[src/design/bda_pkg.sv]
// Shared types and constants for the binary to decimal ASCII converter.
package bda_pkg;

  localparam int unsigned VALUE_W            = 32;
  localparam int unsigned DIGIT_W            = 6;
  localparam int unsigned DEFAULT_VALUE_BITS = 32;
  localparam logic [DIGIT_W-1:0] ASCII_ZERO  = 6'd48;

  // Decimal digits needed for a value of the given width: floor(bits*log10(2))+1.
  function automatic int unsigned num_digits(input int unsigned bits);
    num_digits = ((bits * 1233) >> 12) + 1;
  endfunction

  typedef struct packed {
    logic load;   // capture a new value, clear the BCD register
    logic shift;  // one add-3 and shift step
    logic seek;   // point at the leading nonzero digit
    logic emit;   // load the next digit into the output register
  } bda_cmd_t;

  typedef struct packed {
    logic shift_done;  // the step now running is the final one
    logic last_digit;  // the digit pointer is at the units digit
  } bda_sts_t;

endpackage

[src/design/bda_if.sv]
// Valid/ready stream interfaces for the input values and output characters.
interface bda_in_if
  import bda_pkg::*;
();
  logic               valid;
  logic               ready;
  logic [VALUE_W-1:0] value;

  modport source (output valid, output value, input ready);
  modport sink   (input valid, input value, output ready);
endinterface

interface bda_out_if
  import bda_pkg::*;
();
  logic               valid;
  logic               ready;
  logic [DIGIT_W-1:0] digit_char;
  logic               last;

  modport source (output valid, output digit_char, output last, input ready);
  modport sink   (input valid, input digit_char, input last, output ready);
endinterface

[src/design/bda_dpath.sv]
// Datapath: iterative double-dabble conversion, digit pointer and output payload register.
module bda_dpath
  import bda_pkg::*;
#(
  parameter int unsigned VALUE_BITS = DEFAULT_VALUE_BITS
) (
  input  logic               clk_i,
  input  logic               rst_ni,
  input  bda_cmd_t           cmd_i,
  output bda_sts_t           sts_o,
  input  logic [VALUE_W-1:0] value_i,
  output logic [DIGIT_W-1:0] digit_char_o,
  output logic               last_o
);

  localparam int unsigned NDIG  = num_digits(VALUE_BITS);
  localparam int unsigned BCD_W = 4 * NDIG;
  localparam int unsigned CNT_W = $clog2(VALUE_BITS);
  localparam int unsigned IDX_W = $clog2(NDIG);

  logic [VALUE_BITS-1:0] bin_q, bin_d;
  logic [BCD_W-1:0]      bcd_q, bcd_d, bcd_adj;
  logic [CNT_W-1:0]      cnt_q, cnt_d;
  logic [IDX_W-1:0]      idx_q, idx_d, lead_idx;
  logic [3:0]            sel_digit;
  logic [DIGIT_W-1:0]    digit_q, digit_d;
  logic                  last_q, last_d;

  // add 3 to every BCD digit of 5 or more
  always_comb begin
    for (int i = 0; i < NDIG; i++) begin
      if (bcd_q[4*i +: 4] >= 4'd5) begin
        bcd_adj[4*i +: 4] = bcd_q[4*i +: 4] + 4'd3;
      end else begin
        bcd_adj[4*i +: 4] = bcd_q[4*i +: 4];
      end
    end
  end

  // highest nonzero digit; units digit when the value is zero
  always_comb begin
    lead_idx = '0;
    for (int i = 0; i < NDIG; i++) begin
      if (bcd_q[4*i +: 4] != 4'd0) begin
        lead_idx = IDX_W'(i);
      end
    end
  end

  assign sel_digit = bcd_q[4*idx_q +: 4];

  always_comb begin
    bin_d   = bin_q;
    bcd_d   = bcd_q;
    cnt_d   = cnt_q;
    idx_d   = idx_q;
    digit_d = digit_q;
    last_d  = last_q;
    if (cmd_i.load) begin
      bin_d = VALUE_BITS'(value_i);
      bcd_d = '0;
      cnt_d = CNT_W'(VALUE_BITS - 1);
    end
    if (cmd_i.shift) begin
      bcd_d = {bcd_adj[BCD_W-2:0], bin_q[VALUE_BITS-1]};
      bin_d = {bin_q[VALUE_BITS-2:0], 1'b0};
      cnt_d = cnt_q - 1'b1;
    end
    if (cmd_i.seek) begin
      idx_d = lead_idx;
    end
    if (cmd_i.emit) begin
      digit_d = ASCII_ZERO + DIGIT_W'(sel_digit);
      last_d  = (idx_q == '0);
      idx_d   = idx_q - 1'b1;
    end
  end

  always_ff @(posedge clk_i or negedge rst_ni) begin
    if (!rst_ni) begin
      cnt_q <= '0;
      idx_q <= '0;
    end else begin
      cnt_q <= cnt_d;
      idx_q <= idx_d;
    end
  end

  always_ff @(posedge clk_i) begin
    bin_q   <= bin_d;
    bcd_q   <= bcd_d;
    digit_q <= digit_d;
    last_q  <= last_d;
  end

  assign sts_o.shift_done = (cnt_q == '0);
  assign sts_o.last_digit = (idx_q == '0);
  assign digit_char_o     = digit_q;
  assign last_o           = last_q;

endmodule

[src/design/bda_ctrl.sv]
// Controller: sequences load, conversion, digit seek and emission per value.
module bda_ctrl
  import bda_pkg::*;
(
  input  logic     clk_i,
  input  logic     rst_ni,
  input  logic     in_valid_i,
  output logic     in_ready_o,
  output logic     out_valid_o,
  input  logic     out_ready_i,
  output bda_cmd_t cmd_o,
  input  bda_sts_t sts_i
);

  typedef enum logic [1:0] {
    ST_IDLE,
    ST_CONV,
    ST_SEEK,
    ST_EMIT
  } state_e;

  state_e state_q, state_d;
  logic   out_valid_q, out_valid_d;
  logic   out_free;

  assign out_free = !out_valid_q || out_ready_i;

  always_comb begin
    state_d     = state_q;
    out_valid_d = out_valid_q && !out_ready_i;
    cmd_o       = '0;
    case (state_q)
      ST_IDLE: begin
        if (in_valid_i) begin
          cmd_o.load = 1'b1;
          state_d    = ST_CONV;
        end
      end
      ST_CONV: begin
        cmd_o.shift = 1'b1;
        if (sts_i.shift_done) begin
          state_d = ST_SEEK;
        end
      end
      ST_SEEK: begin
        cmd_o.seek = 1'b1;
        state_d    = ST_EMIT;
      end
      ST_EMIT: begin
        if (out_free) begin
          cmd_o.emit  = 1'b1;
          out_valid_d = 1'b1;
          if (sts_i.last_digit) begin
            state_d = ST_IDLE;
          end
        end
      end
      default: begin
        state_d = ST_IDLE;
      end
    endcase
  end

  always_ff @(posedge clk_i or negedge rst_ni) begin
    if (!rst_ni) begin
      state_q     <= ST_IDLE;
      out_valid_q <= 1'b0;
    end else begin
      state_q     <= state_d;
      out_valid_q <= out_valid_d;
    end
  end

  assign in_ready_o  = (state_q == ST_IDLE);
  assign out_valid_o = out_valid_q;

endmodule

[src/design/binary_to_decimal_ascii.sv]
// Top level of the binary to decimal ASCII converter.
//
// Input channel in_i carries one unsigned value per transaction; output
// channel out_o carries one ASCII digit ('0'..'9') per transaction, most
// significant first, without leading zeros, with last set on the units digit.
// Zero gives the single character '0'.
// Per value: double-dabble shifting of all VALUE_BITS bits (one bit per
// cycle through the shared add-3 stage), then a step to locate the leading
// digit, then the digits one at a time into the output register, held while
// the output stalls. The next value is taken only after the units digit has
// been loaded into the output register.
// in_i.ready is high only between values; a finished digit may still sit in
// the output register while the next value is taken.
// A stalled receiver holds the current digit; conversion of the digit string
// is paused until it is taken. Reset empties the output register and returns
// the controller to idle; no other state is kept between values.
module binary_to_decimal_ascii
  import bda_pkg::*;
#(
  parameter int unsigned VALUE_BITS = DEFAULT_VALUE_BITS
) (
  input logic            clk_i,
  input logic            rst_ni,
  bda_in_if.sink         in_i,
  bda_out_if.source      out_o
);

  bda_cmd_t cmd;
  bda_sts_t sts;

  bda_ctrl u_ctrl (
    .clk_i       (clk_i),
    .rst_ni      (rst_ni),
    .in_valid_i  (in_i.valid),
    .in_ready_o  (in_i.ready),
    .out_valid_o (out_o.valid),
    .out_ready_i (out_o.ready),
    .cmd_o       (cmd),
    .sts_i       (sts)
  );

  bda_dpath #(
    .VALUE_BITS (VALUE_BITS)
  ) u_dpath (
    .clk_i        (clk_i),
    .rst_ni       (rst_ni),
    .cmd_i        (cmd),
    .sts_o        (sts),
    .value_i      (in_i.value),
    .digit_char_o (out_o.digit_char),
    .last_o       (out_o.last)
  );

  a_cmd_onehot: assert property (@(posedge clk_i) disable iff (!rst_ni)
    $onehot0({cmd.load, cmd.shift, cmd.seek, cmd.emit}))
    else $error("more than one datapath command at once");

  a_accept_loads: assert property (@(posedge clk_i) disable iff (!rst_ni)
    (in_i.valid && in_i.ready) |-> cmd.load)
    else $error("input transaction without load");

  a_load_then_shift: assert property (@(posedge clk_i) disable iff (!rst_ni)
    cmd.load |=> (cmd.shift && !in_i.ready))
    else $error("conversion did not start after load");

  a_last_ends_run: assert property (@(posedge clk_i) disable iff (!rst_ni)
    (cmd.emit && sts.last_digit) |=> (in_i.ready && out_o.valid && out_o.last))
    else $error("run did not end on the units digit");

endmodule
[src/flat_wrapper.sv]
// flat-port wrapper written by rule: the top's interface ports become plain ports
module binary_to_decimal_ascii_flat import bda_pkg::*;
#(
  parameter int unsigned VALUE_BITS = DEFAULT_VALUE_BITS
)
  (clk_i, rst_ni, in_i_valid, in_i_value, in_i_ready, out_o_valid, out_o_digit_char, out_o_last, out_o_ready);
  bda_in_if in_i_i ();
  bda_out_if out_o_i ();
  input logic clk_i;
  input logic rst_ni;
  input wire logic [$bits(in_i_i.valid)-1:0] in_i_valid;
  input wire logic [$bits(in_i_i.value)-1:0] in_i_value;
  output wire logic [$bits(in_i_i.ready)-1:0] in_i_ready;
  output wire logic [$bits(out_o_i.valid)-1:0] out_o_valid;
  output wire logic [$bits(out_o_i.digit_char)-1:0] out_o_digit_char;
  output wire logic [$bits(out_o_i.last)-1:0] out_o_last;
  input wire logic [$bits(out_o_i.ready)-1:0] out_o_ready;
  assign in_i_i.valid = in_i_valid;
  assign in_i_i.value = in_i_value;
  assign in_i_ready = in_i_i.ready;
  assign out_o_valid = out_o_i.valid;
  assign out_o_digit_char = out_o_i.digit_char;
  assign out_o_last = out_o_i.last;
  assign out_o_i.ready = out_o_ready;
  binary_to_decimal_ascii #(.VALUE_BITS(VALUE_BITS)) u_core (.clk_i(clk_i), .rst_ni(rst_ni), .in_i(in_i_i), .out_o(out_o_i));
endmodule
[config.mk]
export PLATFORM = sky130hd
export DESIGN_NAME = binary_to_decimal_ascii_flat
export DESIGN_NICKNAME = d
export VERILOG_FILES = /design/src/design/bda_pkg.sv /design/src/design/bda_if.sv /design/src/design/bda_dpath.sv /design/src/design/bda_ctrl.sv /design/src/design/binary_to_decimal_ascii.sv /design/src/flat_wrapper.sv
export SDC_FILE = /design/constraint.sdc
export NUM_CORES = 1
export LEC_CHECK = 0
export BUFFER_PORTS_ARGS = -buffer_cell sky130_fd_sc_hd__buf_2
export CAP_MARGIN = 5
export CORE_MARGIN = 1.5
export CORE_UTILIZATION = 50
export CTS_BUF_LIST = sky130_fd_sc_hd__clkbuf_8
export DETAILED_ROUTE_END_ITERATION = 16
export MAX_ROUTING_LAYER = met4
export PLACE_DENSITY = 0.82
export SLEW_MARGIN = 20
export SYNTH_ARGS = -nofsm -noshare
export SYNTH_HDL_FRONTEND = slang
export SYNTH_HIERARCHICAL = 1
export SYNTH_SLANG_ARGS = --single-unit
[constraint.sdc]
create_clock -name clk_i -period 3.7 [get_ports clk_i]
set_input_delay 0 -clock clk_i [delete_from_list [all_inputs] [get_ports clk_i]]
set_output_delay 0 -clock clk_i [all_outputs]
set_load 0.02 [all_outputs]
======== Word-level counts from Yosys, hierarchy flattened ========
Cells that the tools add are included.
word-level totals
  bits in registers ....................... 91
  input bits .............................. 36
  output and inout port bits .............. 9
  logic and storage cells ................. 99
operators by class
  $add $sub $neg .......................... 13
  order comparisons ....................... 10
  equality and inequality tests ........... 7
  shifts and indexed selects .............. 1
  muxes and demuxes ....................... 40
  reduce and logical (&&, ||, !) cells .... 19
operator list
  operator                                                           number
  2-to-1 mux 40 bit                                                  2
  2-to-1 mux 4 bit                                                   19
  2-to-1 mux 32 bit                                                  2
  greater-or-equal comparator 4 x 3 -> 1 bit, second input constant  10
  variable part select 40 x 7 -> 4 bit                               1
  adder 4 x 2 -> 4 bit, second input constant                        9
  nonzero test 4 bit                                                 9
  2-to-1 mux 5 bit                                                   2
  2-to-1 mux 1 bit                                                   9
  2-to-1 mux 2 bit                                                   4
  case mux 2 bit (4 select lines)                                    1
  adder 5 x 5 -> 6 bit, first input constant                         1
  zero test 5 bit                                                    1
  subtractor 5 x 1 -> 5 bit, second input constant                   1
  equality test 2 bit, second input constant                         2
  zero test 4 bit                                                    1
  != test 2 x 1 -> 1 bit, second input constant                      2
  != test 2 bit, second input constant                               2
  AND reduction 4 bit                                                1
  nonzero test 2 bit                                                 2
  subtractor 4 x 1 -> 4 bit, second input constant                   1
  adder 3 x 2 -> 3 bit, second input constant                        1
  2-to-1 mux 3 bit                                                   1
  equality test 2 x 1 -> 1 bit, second input constant                1
  4 further kinds                                                    5

======== Logic depth before layout (Yosys ltp) ========
  word-level depth ........................ 12
  gate-level depth with buffers ........... 8
  depth with buffers taken out ............ 6

======== Cells and area by module ========
Netlist, hierarchy kept.
by module, submodules not included
  module     instances  cells each  area an instance (um2)  sequential area each (um2)
  bda_dpath  1          402         4838.4                  2527.4
  bda_ctrl   1          20          206.4                   75.1

======== Worst setup path before layout ========
No wires, ideal clock.
  path type ............................... reg2reg
  from .................................... reg u_core.u_ctrl.state_q[0]
  to ...................................... reg u_core.u_dpath.bcd_q[0] (enable)
  library setup time ...................... 0.458 ns
  data arrival time ....................... 3.175 ns
  data required time ...................... 3.242 ns
  slack ................................... 0.067 ns
  stages on the path, launching flop included .. 6
  buffers on the path ..................... 1
  period minus slack after synthesis ...... 3.633 ns
  cell sequence ........................... dfrtp_1 -> inv_1 -> ha_1 -> and2_1 -> or2_2 -> clkbuf_1
RTL lines
  element                   line             RTL
  start: declaration        bda_ctrl.sv:22   state_e state_q, state_d;
  start signal: assignment  bda_ctrl.sv:69   state_q <= state_d;
  end signal: assignment    bda_dpath.sv:91  bcd_q <= bcd_d;
  end: declaration          bda_dpath.sv:22  logic [BCD_W-1:0] bcd_q, bcd_d, bcd_adj;

==> results.sh <==
export IMPL_syn_to_final_growth_pct=16.00
export IMPL_max_freq_mhz=427.2
export IMPL_cts_tree="yes"
export IMPL_layout_drive_gt1_share_pct=14.75
export IMPL_rsz0062_at_grt="no"
export IMPL_tightest_slew_ns=0.7760
export IMPL_period_share_pct=63.27
export IMPL_setup_tns_ns=0
export IMPL_root_buffer="clkbuf_8"
export IMPL_rrSetupSlack_ns=1.36
export IMPL_path_buf_inv=1
export IMPL_dieArea_sq_um=10700
export IMPL_pwr_density_cell_nw_per_um2=897.6
export IMPL_vias_per_cell=5.465
export IMPL_synthDistinctLibCells=49
export IMPL_grt_use_met3_pct=3.427
export IMPL_cts_resized=0
export IMPL_setup_violations=0
export IMPL_outcome="completed"
export IMPL_synth_commonest_cells="edfxtp_1 (76), nand2_1 (38), a22o_1 (30), inv_1 (29), ha_1 (27)"
export IMPL_path_clk_slew_ns=0.10
export IMPL_grt_pass1_wl_mm=16.25
export IMPL_antenna_found_initial=0
export IMPL_dp_hpwl_mm=6.460
export IMPL_grt_max_degree=56
export IMPL_wl_mm=10.08
export IMPL_start_kind="flop"
export IMPL_track_usage_pct=20.85
export IMPL_drc_errors=0
export IMPL_worstReg2RegStart="u_core/u_dpath/idx_q[0]"
export IMPL_period_needed_ns=2.341
export IMPL_cp_cell_sequence="inv_1 -> ha_1 -> nor3b_1 -> nand2_1 -> a222oi_1 -> mux2_1"
export IMPL_chipHeight_um=103.4
export IMPL_slew_violations=0
export IMPL_seq_area_frac_synth_pct=51.59
export IMPL_path_max_fanout=16
export IMPL_r2r_end="u_core/u_ctrl/state_q[1]"
export IMPL_syn_instance_count=422
export IMPL_clock_skew_ns=0.01445
export IMPL_avgSynthCellArea_sq_um=11.95
export IMPL_grt_overflow=0
export IMPL_required_ns=3.96
export IMPL_worst_setup_path_end_kind="flop"
export IMPL_fin_hold_ws_ns=0.02925
export IMPL_synth_area_leader_cell="edfxtp_1"
export IMPL_ir_drop_mv=0.3655
export IMPL_fp_row_count=36
export IMPL_yosysWarnings=6
export IMPL_num_nets_final=553
export IMPL_met1_usage_pct=26.33
export IMPL_initial_core_util_pct=51.61
export IMPL_coreArea_sq_um=9774
export IMPL_synth_edf_count=76
export IMPL_worstRegToRegCells=6
export IMPL_port_buffers=42
export IMPL_grt_pass1_vias=3378
export IMPL_postRouteAntennaNets=0
export IMPL_synth_top_cells_by_area="edfxtp_1 (45%), ha_1 (6.7%), dfrtp_1 (6.0%), a22o_1 (5.2%), xnor2_1 (3.6%)"
export IMPL_cts_sinks=89
export IMPL_grt_util_met2_pct=33.28
export IMPL_leakagePower_nw=2.456
export IMPL_min_path_type="in -> async"
export IMPL_crit_family="flip-flops"
export IMPL_critPathArrivalTime_ns=2.60
export IMPL_cts_htree_levels=3
export IMPL_max_cap_viol_count=0
export IMPL_clk_path_buf_depth=2
export IMPL_ys_seq_elements=89
export IMPL_grt_busiest_layer="met2"
export IMPL_ys_flop_type="edfxtp_1"
export IMPL_vias=3432
export IMPL_finalHoldViolCount=0
export IMPL_path_class="reg -> reg"
export IMPL_antennaDiodeCount=0
export IMPL_synth_top_cell_area_share_pct=45.24
export IMPL_relSlewSlack_pct=48.27
export IMPL_ios=45
export IMPL_yosysMostFrequentCell="edfxtp_1"
export IMPL_drt_iter0_markers=251
export IMPL_cts_buffers=9
export IMPL_power_total_mw=5.253
export IMPL_slowest_stage="dfrtp_1"
export IMPL_die_x_um=103.4
export IMPL_clock_latency_ns=0.38
export IMPL_slowest_delay_ns=0.67
export IMPL_firstDrtPassIters=4
export IMPL_wl_per_cell_um=16.05
export IMPL_place_congestion=0.9180
export IMPL_syn_area_sq_um=5045
export IMPL_synthArstFlopShare_pct=13.48
logic make-up (layout without fill, tap and decap cells):
logic type / Yosys count / count (layout) / share of synthesized area, %
XOR/XNOR: 22 / 22 / 3.820
flip-flops: 89 / 89 / 51.59
adder cells (fa/ha/maj): 27 / 27 / 6.696
buffers and inverters: 51 / 123 / 4.886
AO/OA/AOI/OAI: 92 / 92 / 14.01
AND/OR/NAND/NOR: 121 / 121 / 12.92
other: 1 / 2 / 0.07433
multiplexers: 19 / 19 / 6.002
timing repair:
item,4_1_cts,5_1_grt
buffers inserted,0,0
hold endpoints to repair,44,0
hold buffers,33,0
setup endpoints to repair,0,0
state kept, by name, indices dropped and copies added (netlist names):
register,flops
u_core/u_ctrl/out_valid_o,1
u_core/u_ctrl/state_q,2
u_core/u_dpath/bcd_q,40
u_core/u_dpath/bin_q,32
u_core/u_dpath/cnt_q,5
u_core/u_dpath/digit_char_o,4
u_core/u_dpath/idx_q,4
u_core/u_dpath/last_o,1
cells in the final DEF (no fill, tap or decap), drive strengths merged, types with 12 or more instances in the layout:
| cell | netlist | layout |
|---|---|---|
| a22o | 30 | 30 |
| and2 | 13 | 13 |
| buf | 16 | 45 |
| dfrtp | 12 | 12 |
| dlygate4sd3 | 0 | 33 |
| edfxtp | 76 | 76 |
| ha | 27 | 27 |
| inv | 29 | 33 |
| nand2 | 38 | 38 |
| nand2b | 15 | 15 |
| nor2 | 22 | 22 |
| o21ai | 17 | 17 |
| xnor2 | 21 | 21 |
layout make-up:
type	count	area [sq um]
timing repair buffer	78	563.0
inverter	29	108.9
clock inverter	7	77.57
multi-input combinational	283	2210
clock buffer	9	123.9
fill	775	3923
sequential	89	2603
tap	133	166.4
power by group:
part	switching, mW	internal, mW
Sequential	0.512	1.83
Clock	0.378	0.320
Combinational	1.18	1.03
Total	2.07	3.18
metrics by stage:
step                      area (sq um)  utilization (%)  cells  setup slack, ns
after floorplan                   5049                -    423          0.06683
after global placement            5315            54.38    579            1.517
after detailed placement          5315            54.38    579            1.383
after CTS                         5847            59.82    628            1.349
after global routing              5852            59.87    628            1.229
final                             5852            59.87    628            1.359
how the worst max path moves through the flow:
| stage | cells after the start | start | to | slack [ns] |
|---|---|---|---|---|
| 6_report | 6 | u_core/u_dpath/idx_q[0] | u_core/u_ctrl/state_q[1] | 1.36 |
| 5_1_grt | 6 | u_core/u_dpath/idx_q[0] | u_core/u_ctrl/state_q[1] | 1.23 |
| 4_1_cts | 6 | u_core/u_dpath/idx_q[0] | u_core/u_ctrl/state_q[1] | 1.35 |
| 3_5_place_dp | 6 | u_core/u_dpath/idx_q[0] | u_core/u_ctrl/state_q[1] | 1.38 |
| 3_3_place_gp | 6 | u_core/u_dpath/idx_q[0] | u_core/u_ctrl/state_q[1] | 1.52 |
| 2_1_floorplan | 5 | u_core/u_ctrl/state_q[0] | u_core/u_dpath/bcd_q[0] | 0.07 |
layer usage:
layer / wire, um / vias up
li1: - / 1666
met1: 4418 / 1672
met2: 5049 / 78
met3: 399 / 16
met4: 212 / 0
met5: 0 / -
Power figures use the tool's default switching activity.
